==> src/hw/rtl/b64se_pkg.sv <==
// Shared types, constants and a Base64 alphabet variant ('+' and '-' for 62 and 63) for the stream encoder.
package b64se_pkg;

  localparam int unsigned BYTE_W  = 8;
  localparam int unsigned SEXT_W  = 6;
  localparam int unsigned CARRY_W = 4;
  localparam int unsigned GRP_MAX = 4;
  localparam int unsigned CNT_W   = $clog2(GRP_MAX + 1);

  localparam logic [BYTE_W-1:0] CHAR_PAD   = 8'h3D;  // '='
  localparam logic [BYTE_W-1:0] CHAR_UPPER = 8'h41;  // 'A'
  localparam logic [BYTE_W-1:0] CHAR_LOWER = 8'h61;  // 'a'
  localparam logic [BYTE_W-1:0] CHAR_DIGIT = 8'h30;  // '0'
  localparam logic [BYTE_W-1:0] CHAR_62    = 8'h2B;  // '+'
  localparam logic [BYTE_W-1:0] CHAR_63    = 8'h2D;  // '-'

  localparam logic [CNT_W-1:0] CNT_ONE   = CNT_W'(1);
  localparam logic [CNT_W-1:0] CNT_TWO   = CNT_W'(2);
  localparam logic [CNT_W-1:0] CNT_THREE = CNT_W'(3);
  localparam logic [CNT_W-1:0] CNT_FOUR  = CNT_W'(4);

  // Position of the next byte within its 3-byte group
  typedef enum logic [2:0] {
    PH_BYTE0 = 3'b001,
    PH_BYTE1 = 3'b010,
    PH_BYTE2 = 3'b100
  } phase_t;

  // Characters caused by one byte, first character in slot 0
  typedef struct packed {
    logic [GRP_MAX-1:0][BYTE_W-1:0] chars;
    logic [CNT_W-1:0]               count;
    logic                           last;
  } grp_t;

  // Encoder state carried from byte to byte
  typedef struct packed {
    phase_t               phase;
    logic [CARRY_W-1:0]   carry;
  } enc_state_t;

  function automatic logic [BYTE_W-1:0] sextet_char(input logic [SEXT_W-1:0] v);
    logic [BYTE_W-1:0] v8;
    v8 = {2'b00, v};
    if (v8 < 8'd26) begin
      return CHAR_UPPER + v8;
    end else if (v8 < 8'd52) begin
      return CHAR_LOWER + (v8 - 8'd26);
    end else if (v8 < 8'd62) begin
      return CHAR_DIGIT + (v8 - 8'd52);
    end else if (v8 == 8'd62) begin
      return CHAR_62;
    end else begin
      return CHAR_63;
    end
  endfunction

endpackage

==> src/hw/rtl/b64se_if.sv <==
// Valid/ready stream interfaces for the encoder's byte and character channels.
interface b64se_in_if;
  logic       valid;
  logic       ready;
  logic [7:0] data_byte;
  logic       last_byte;

  modport source (output valid, output data_byte, output last_byte, input ready);
  modport sink   (input valid, input data_byte, input last_byte, output ready);
endinterface

interface b64se_out_if;
  logic       valid;
  logic       ready;
  logic [7:0] out_char;
  logic       end_of_output;

  modport source (output valid, output out_char, output end_of_output, input ready);
  modport sink   (input valid, input out_char, input end_of_output, output ready);
endinterface

==> src/hw/rtl/b64se_group.sv <==
// Combinational encoding of one byte into its group of Base64 characters.
module b64se_group (
  input  logic [b64se_pkg::BYTE_W-1:0] data_byte,
  input  logic                         last_byte,
  input  b64se_pkg::enc_state_t        state_cur,
  output b64se_pkg::enc_state_t        state_nxt,
  output b64se_pkg::grp_t              grp
);

  always_comb begin
    grp.chars = '0;
    grp.count = b64se_pkg::CNT_ONE;
    grp.last  = last_byte;
    state_nxt = state_cur;
    case (state_cur.phase)
      b64se_pkg::PH_BYTE1: begin
        grp.chars[0] = b64se_pkg::sextet_char({state_cur.carry[1:0], data_byte[7:4]});
        if (last_byte) begin
          grp.chars[1] = b64se_pkg::sextet_char({data_byte[3:0], 2'b00});
          grp.chars[2] = b64se_pkg::CHAR_PAD;
          grp.count    = b64se_pkg::CNT_THREE;
        end
        state_nxt.phase = b64se_pkg::PH_BYTE2;
        state_nxt.carry = data_byte[3:0];
      end
      b64se_pkg::PH_BYTE2: begin
        grp.chars[0] = b64se_pkg::sextet_char({state_cur.carry, data_byte[7:6]});
        grp.chars[1] = b64se_pkg::sextet_char(data_byte[5:0]);
        grp.count    = b64se_pkg::CNT_TWO;
        state_nxt.phase = b64se_pkg::PH_BYTE0;
        state_nxt.carry = '0;
      end
      default: begin
        // start of a group; an illegal phase code is taken as this too
        grp.chars[0] = b64se_pkg::sextet_char(data_byte[7:2]);
        if (last_byte) begin
          grp.chars[1] = b64se_pkg::sextet_char({data_byte[1:0], 4'b0000});
          grp.chars[2] = b64se_pkg::CHAR_PAD;
          grp.chars[3] = b64se_pkg::CHAR_PAD;
          grp.count    = b64se_pkg::CNT_FOUR;
        end
        state_nxt.phase = b64se_pkg::PH_BYTE1;
        state_nxt.carry = {2'b00, data_byte[1:0]};
      end
    endcase
    if (last_byte) begin
      state_nxt.phase = b64se_pkg::PH_BYTE0;
      state_nxt.carry = '0;
    end
  end

endmodule

==> src/hw/rtl/base64_stream_encoder.sv <==
// Top level of the streaming Base64 encoder: state, character buffer and handshakes.
//
//   channel | dir | payload                    | transfer when
//   --------+-----+----------------------------+-----------------------
//   in_s    | in  | data_byte[7:0], last_byte  | in_s.valid & in_s.ready
//   out_s   | out | out_char[7:0], end_of_output | out_s.valid & out_s.ready
//
// Each accepted byte is encoded in the cycle of its transfer and lands in a
// four-slot character buffer; characters then leave at one per cycle while
// out_s is ready, the first in the cycle after the transfer. A byte causes
// one to four characters, four characters for every three bytes over a full
// group; the one-character-per-cycle output port sets the pace.
// The next byte is taken in the cycle the last buffered character leaves, so
// there is no bubble between groups. rst_n (synchronous) empties the buffer
// and returns to the start of a group. A stall on out_s holds the buffer and
// back-pressures in_s.
module base64_stream_encoder (
  input  logic               clk,
  input  logic               rst_n,
  b64se_in_if.sink           in_s,
  b64se_out_if.source        out_s
);

  b64se_pkg::enc_state_t state_r, state_nxt, state_upd;
  b64se_pkg::grp_t       grp;

  logic [b64se_pkg::GRP_MAX-1:0][b64se_pkg::BYTE_W-1:0] chars_r, chars_nxt;
  logic [b64se_pkg::CNT_W-1:0]                          cnt_r, cnt_nxt;
  logic                                                 end_r, end_nxt;

  logic in_xfer;
  logic out_xfer;

  b64se_group u_group (
    .data_byte (in_s.data_byte),
    .last_byte (in_s.last_byte),
    .state_cur (state_r),
    .state_nxt (state_upd),
    .grp       (grp)
  );

  // Take a byte when the buffer is empty or its final character leaves now
  assign in_s.ready = (cnt_r == '0) || ((cnt_r == b64se_pkg::CNT_ONE) && out_s.ready);
  assign in_xfer    = in_s.valid && in_s.ready;
  assign out_xfer   = out_s.valid && out_s.ready;

  assign out_s.valid         = (cnt_r != '0);
  assign out_s.out_char      = chars_r[0];
  // Mark only the closing character of the message's final group
  assign out_s.end_of_output = end_r && (cnt_r == b64se_pkg::CNT_ONE);

  always_comb begin
    state_nxt = state_r;
    chars_nxt = chars_r;
    cnt_nxt   = cnt_r;
    end_nxt   = end_r;
    if (in_xfer) begin
      // load a fresh group; it replaces whatever just left
      state_nxt = state_upd;
      chars_nxt = grp.chars;
      cnt_nxt   = grp.count;
      end_nxt   = grp.last;
    end else if (out_xfer) begin
      // advance the buffer by one character
      chars_nxt = {{b64se_pkg::BYTE_W{1'b0}}, chars_r[b64se_pkg::GRP_MAX-1:1]};
      cnt_nxt   = cnt_r - b64se_pkg::CNT_ONE;
    end
  end

  always_ff @(posedge clk) begin
    if (!rst_n) begin
      state_r.phase <= b64se_pkg::PH_BYTE0;
      state_r.carry <= '0;
      cnt_r         <= '0;
      end_r         <= 1'b0;
    end else begin
      state_r <= state_nxt;
      cnt_r   <= cnt_nxt;
      end_r   <= end_nxt;
    end
  end

  // Character slots hold payload only
  always_ff @(posedge clk) begin
    chars_r <= chars_nxt;
  end

endmodule

==> src/flat_wrapper.sv <==
// flat-port wrapper written by rule: the top's interface ports become plain ports
module base64_stream_encoder_flat 
  (clk, rst_n, in_s_valid, in_s_data_byte, in_s_last_byte, in_s_ready, out_s_valid, out_s_out_char, out_s_end_of_output, out_s_ready);
  b64se_in_if in_s_i ();
  b64se_out_if out_s_i ();
  input  logic clk;
  input  logic rst_n;
  input wire logic [$bits(in_s_i.valid)-1:0] in_s_valid;
  input wire logic [$bits(in_s_i.data_byte)-1:0] in_s_data_byte;
  input wire logic [$bits(in_s_i.last_byte)-1:0] in_s_last_byte;
  output wire logic [$bits(in_s_i.ready)-1:0] in_s_ready;
  output wire logic [$bits(out_s_i.valid)-1:0] out_s_valid;
  output wire logic [$bits(out_s_i.out_char)-1:0] out_s_out_char;
  output wire logic [$bits(out_s_i.end_of_output)-1:0] out_s_end_of_output;
  input wire logic [$bits(out_s_i.ready)-1:0] out_s_ready;
  assign in_s_i.valid = in_s_valid;
  assign in_s_i.data_byte = in_s_data_byte;
  assign in_s_i.last_byte = in_s_last_byte;
  assign in_s_ready = in_s_i.ready;
  assign out_s_valid = out_s_i.valid;
  assign out_s_out_char = out_s_i.out_char;
  assign out_s_end_of_output = out_s_i.end_of_output;
  assign out_s_i.ready = out_s_ready;
  base64_stream_encoder u_core (.clk(clk), .rst_n(rst_n), .in_s(in_s_i), .out_s(out_s_i));
endmodule
==> config.mk <==
export PLATFORM = sky130hd
export DESIGN_NAME = base64_stream_encoder_flat
export DESIGN_NICKNAME = d
export VERILOG_FILES = /design/src/hw/rtl/b64se_pkg.sv /design/src/hw/rtl/b64se_if.sv /design/src/hw/rtl/b64se_group.sv /design/src/hw/rtl/base64_stream_encoder.sv /design/src/flat_wrapper.sv
export SDC_FILE = /design/constraint.sdc
export NUM_CORES = 1
export LEC_CHECK = 0
export ABC_AREA = 1
export ABC_CLOCK_PERIOD_IN_PS = 2600
export BUFFER_PORTS_ARGS = -buffer_cell sky130_fd_sc_hd__buf_4
export CAP_MARGIN = 10
export CORE_MARGIN = 2
export CORE_UTILIZATION = 39
export CTS_BUF_LIST = sky130_fd_sc_hd__clkbuf_2 sky130_fd_sc_hd__clkbuf_4 sky130_fd_sc_hd__clkbuf_8
export CTS_CLUSTER_DIAMETER = 150
export DETAILED_ROUTE_END_ITERATION = 16
export GPL_TIMING_DRIVEN = 0
export PLACE_DENSITY = 0.62
export SLEW_MARGIN = 20
export SYNTH_ARGS = -nofsm -noshare
export SYNTH_HDL_FRONTEND = slang
export SYNTH_HIERARCHICAL = 1
export SYNTH_SLANG_ARGS = --single-unit
==> constraint.sdc <==
create_clock -name clk -period 2.6 [get_ports clk]
set_input_delay 0.26 -clock clk [delete_from_list [all_inputs] [get_ports clk]]
set_output_delay 0.26 -clock clk [all_outputs]
set_load 0.02 [all_outputs]
# After elaboration in Yosys (flattened, before gate mapping)
# Cells that the tools add are included.
[word_totals]
reg_bits = 43
out_inout_bits = 11
[classes]
addsub = 29
n_lt_le_gt_ge = 15
eq_ne = 7
n_mux = 32
n_reduce_logical = 9
[ops]
columns = ["operator", "count"]
rows = [
  ["two-way mux 8 bit", 16],
  ["two-way mux 32 bit", 2],
  ["< comparator 6 bit (second input constant)", 9],
  ["adder 7 x 6 -> 8 bit (first input constant)", 6],
  ["adder 7 x 8 -> 8 bit (first input constant)", 6],
  ["subtractor 6 x 5 -> 7 bit (second input constant)", 6],
  ["adder 7 x 7 -> 8 bit (first input constant)", 5],
  ["one-hot mux 19 bit (2 select lines)", 1],
  ["< comparator 6 x 5 -> 1 bit (second input constant)", 6],
  ["subtractor 6 x 6 -> 7 bit (second input constant)", 5],
  ["== test 6 bit (second input constant)", 4],
  ["two-way mux 22 bit", 1],
  ["two-way mux 3 bit", 7],
  ["one-hot mux 8 bit (2 select lines)", 1],
  ["two-way mux 14 bit", 1],
  ["one-hot mux 7 bit (2 select lines)", 1],
  ["two-way mux 7 bit", 1],
  ["logical AND 1 bit", 4],
  ["== test 3 x 1 -> 1 bit (second input constant)", 1],
  ["== test 3 x 2 -> 1 bit (second input constant)", 1],
  ["== test 3 bit (second input constant)", 1],
  ["logical NOT 3 bit", 1],
  ["nonzero test 3 bit", 1],
  ["subtractor 3 x 1 -> 3 bit (second input constant)", 1],
  ["other kinds (4)", 4],
]

# Longest topological paths before layout
[logic_depth]
depth_word = 7
mapped_depth = 17

# By module
# The synthesis kept the hierarchy.
[modules_own_cells]
columns = ["module", "instances", "cells_per_inst", "area_per_inst_um2", "seq_area_each_um2"]
rows = [
  ["b64se_group", 1, 528, 2926.6, 0.0],
  ["base64_stream_encoder", 1, 207, 1955.6, 1181.1],
]

# Worst setup path before layout
# No wires, ideal clock.
[synth_timing]
path_kind = "input port to flip-flop"
start = "input in_s_data_byte[7]"
end = "register u_core.chars_r, in the netlist u_core/out_s.out_char[6], data pin"
setup_time_ps = 252
arrival_ps = 1832
required_time_ps = 2348
slack_ps = 516
stages = 16
n_path_buf = 1
cell_sequence = "buf_6 > inv_4 > ha_1 > a21oi_2 > nor2_4 > inv_2 > nand2_1 > ha_1 > xor2_1 > inv_1 > a21oi_1 > nand2_1 > nand2_1 > nand3_1 > nand2_1 > nand2_1"
[synth_lines]
columns = ["element", "line_no", "rtl"]
rows = [
  ["from (decl)", "flat_wrapper.sv:9", "input wire logic [$bits(in_s_i.data_byte)-1:0] in_s_data_byte;"],
  ["to (signal assigned)", "base64_stream_encoder.sv:85", "chars_r <= chars_nxt;"],
  ["to (decl)", "base64_stream_encoder.sv:27", "logic [b64se_pkg::GRP_MAX-1:0][b64se_pkg::BYTE_W-1:0] chars_r, chars_nxt;"],
]

==> out/metrics.csv <==
metric,value,unit
status,finished clean,
final instance area,5410,µm²
Yosys warnings,6,
CP Data Arrival Time,2460,ps
clock latency on the worst-skew pair,300,ps
NumNets Final,830,
num ports,24,
Post-synth EDFFs,32,
Syn Inst Count,735,
pwr/cell area,800,nW/µm²
"most common cell after layout, fill and taps aside",nand2_1,
length of routed met2 wiring,6380,µm
Inserted Diodes,0,
first-pass GRT wire length,22100,µm
H-tree depth,2,
Post-synth ARST share,0,%
clk sink count,43,
Achievable Freq,0.418,GHz
final-report max-slew violation count,0,
grt ovf,0,
DRC violation count after routing,0,
Die ar.,13400,µm²
Die Height,116,µm
Core Rows,40,
# fillers,1319,
Antenna Nets Post-Route,0,
Initial Utilization,40.3,%
"Cell Area, Placed",5320,µm²
Highest Signal Layer,met4,
most frequent cells in the layout,"240 x nand2_1, 68 x inv_1, 64 x nand3_1",
crit start category,flop,
Hold Path Class,input port to flop,
crit-path max FO,8,
gr usage total,20.5,%
number of global-route vias before repair,4527,
HPWL after DPL,10400,µm
measured slew at the worst slew-check pin,670,ps
Syn Area/Cell,6.64,µm²
GPL Wtd Cong,0.949,
Setup CP Type,flop to flop,
vias post-DR,4808,
post-DR vias/cell,5.11,
post-layout min period,2400,ps
area growth from synthesis to layout,10.9,%
Final Hold Vio Count,0,
Worst Path Required,2660,ps
Seq cells post-synth,43,
Placed Instances,932,
unrepaired setup endpoints after global routing,no,
Clock Skews,10.1,ps
total power draw,4.33,mW
leakage,2.65,nW
first-pass iteration count of the detailed router,5,
CTS buffer count,5,
final setup vio count,0,
post-DR wirelength/cell,14.2,µm
hold_buf cts,0,
top_reg_cell synth,edfxtp_1,
largest net degree at the start of global routing,26,
crit end category,flop,
Worst-path clk slew,90,ps
number of distinct library cells after synthesis,40,
root buffer cell,clkbuf_8,
drt initial violations,312,
"Seq/Total Area, Yosys",24.2,%
Mapped Area,4880,µm²
final wirelength,13300,µm
Met1 Wirelength,6030,µm
share of cells above drive strength 1,15.8,%
fin crit share,92.1,%
Core ar.,12100,µm²
Worst VDD drop,0.000842,V
maxcap violations,0,
initial antenna violation count,0,
CTS tree,built,
routed wl met3,759,µm
Rel. slew slack,55.2,%
buffers added on ports,23,
Die W,116,µm
non-filler instance count after layout,940,
clk buf depth,2,
Post-Route Utilization,44.7,%
state kept, by name (all words and copies together), names as in the netlist:
register               cells
u_core/chars_r            24
u_core/end_r               1
u_core/cnt_r               3
u_core/state_r             7
u_core/out_s.out_char      8
per-layer routing:
layer / up-vias / global-route usage, %
met3: 15 / 2.41
met5: - / 0
met2: 164 / 35.0
met4: 0 / 4.68
li1: 2425 / -
met1: 2204 / 28.0
worst max-delay path: stages, from the launching register on:
cell and delay [ps]:
dfxtp_2 400, buf_2 240, inv_1 170, ha_1 250
inv_1 90, nand3_1 90, nand2_2 120, inv_1 150
a31oi_1 170, o21ai_0 100, nand3_1 110, nand3_1 110
nand2_1 90, nand2_1 50
stage by stage:
stage               TNS [ps]  worst slack, ps  hold slack [ps]
floorplan                  0              516              398
global placement       -44.0            -44.0              448
detailed placement     -65.5            -65.5              469
CTS                        0              126              227
global route               0             32.3              230
finish                     0              205              231
synthesized netlist by cell type (2+ instances only):
cell | count | area share [%]
edfxtp_1 | 32 | 20
nand2_4 | 4 | 0.92
nand4_1 | 7 | 0.90
inv_1 | 68 | 5.2
o2111ai_1 | 2 | 0.36
dfxtp_1 | 11 | 4.5
o21ai_2 | 2 | 0.36
nor2_1 | 55 | 4.2
o221ai_1 | 2 | 0.36
nand2_1 | 240 | 18
inv_4 | 2 | 0.26
o21ai_1 | 6 | 0.62
o31ai_1 | 2 | 0.31
or2_2 | 3 | 0.38
nand3b_1 | 2 | 0.31
xor2_1 | 12 | 2.2
nor2_2 | 5 | 0.64
or2_1 | 2 | 0.26
o211ai_1 | 4 | 0.62
nand3_1 | 64 | 6.6
a31oi_1 | 4 | 0.51
buf_6 | 6 | 1.4
ha_1 | 46 | 12
buf_2 | 6 | 0.62
a21oi_1 | 37 | 3.8
inv_2 | 13 | 1.0
nor2_4 | 5 | 1.2
xnor2_1 | 8 | 1.4
buf_4 | 29 | 4.5
o21ai_0 | 33 | 3.4
nor3_1 | 6 | 0.62
nand2_2 | 9 | 1.2
cells by family after synthesis:
| family | share of synthesized area (%) |
|---|---|
| simple gates | 35.8 |
| buf+inv | 13.0 |
| compound gates | 11.6 |
| fa+ha+maj | 11.8 |
| flops | 24.2 |
| xor+xnor | 3.59 |
| other cells | 0.0768 |
report_power, final:
group	total (mW)	switching (mW)	internal (mW)
registers	1.36	0.122	1.24
clock network	0.434	0.242	0.192
logic	2.54	1.57	0.971
worst paths after layout:
path | start | to | slack (ps) | depth (start not counted)
worst min register to register | u_core/end_r$_SDFFE_PN0P_ | u_core/end_r$_SDFFE_PN0P_ | 470 | 2
worst max-delay path | u_core/state_r[0]$_SDFFE_PN0P_ | u_core/out_s.out_char[2]$_DFFE_PP_ | 200 | 13
worst min-delay path | rst_n | u_core/end_r$_SDFFE_PN0P_ | 230 | 3
worst max register to register | u_core/state_r[0]$_SDFFE_PN0P_ | u_core/out_s.out_char[2]$_DFFE_PP_ | 200 | 13
area by class of cell:
class / instances / area, µm² / share of cell area [%]
clock buffer: 5 / 68.8 / 1.27
tap: 168 / 210 / 3.88
inverter: 83 / 317 / 5.85
sequential: 43 / 1180 / 21.8
timing repair buffer: 24 / 200 / 3.70
multi-input combinational: 572 / 3090 / 57.1
buffer: 42 / 319 / 5.89
clock inverter: 3 / 23.8 / 0.439
what timing repair did:
| action | CTS | global route |
|---|---|---|
| resized for setup | 0 | 1 |
| endpoints found under the setup margin | 0 | 4 |
| buffers inserted | 0 | 0 |
(Power assumes the default switching activity.)
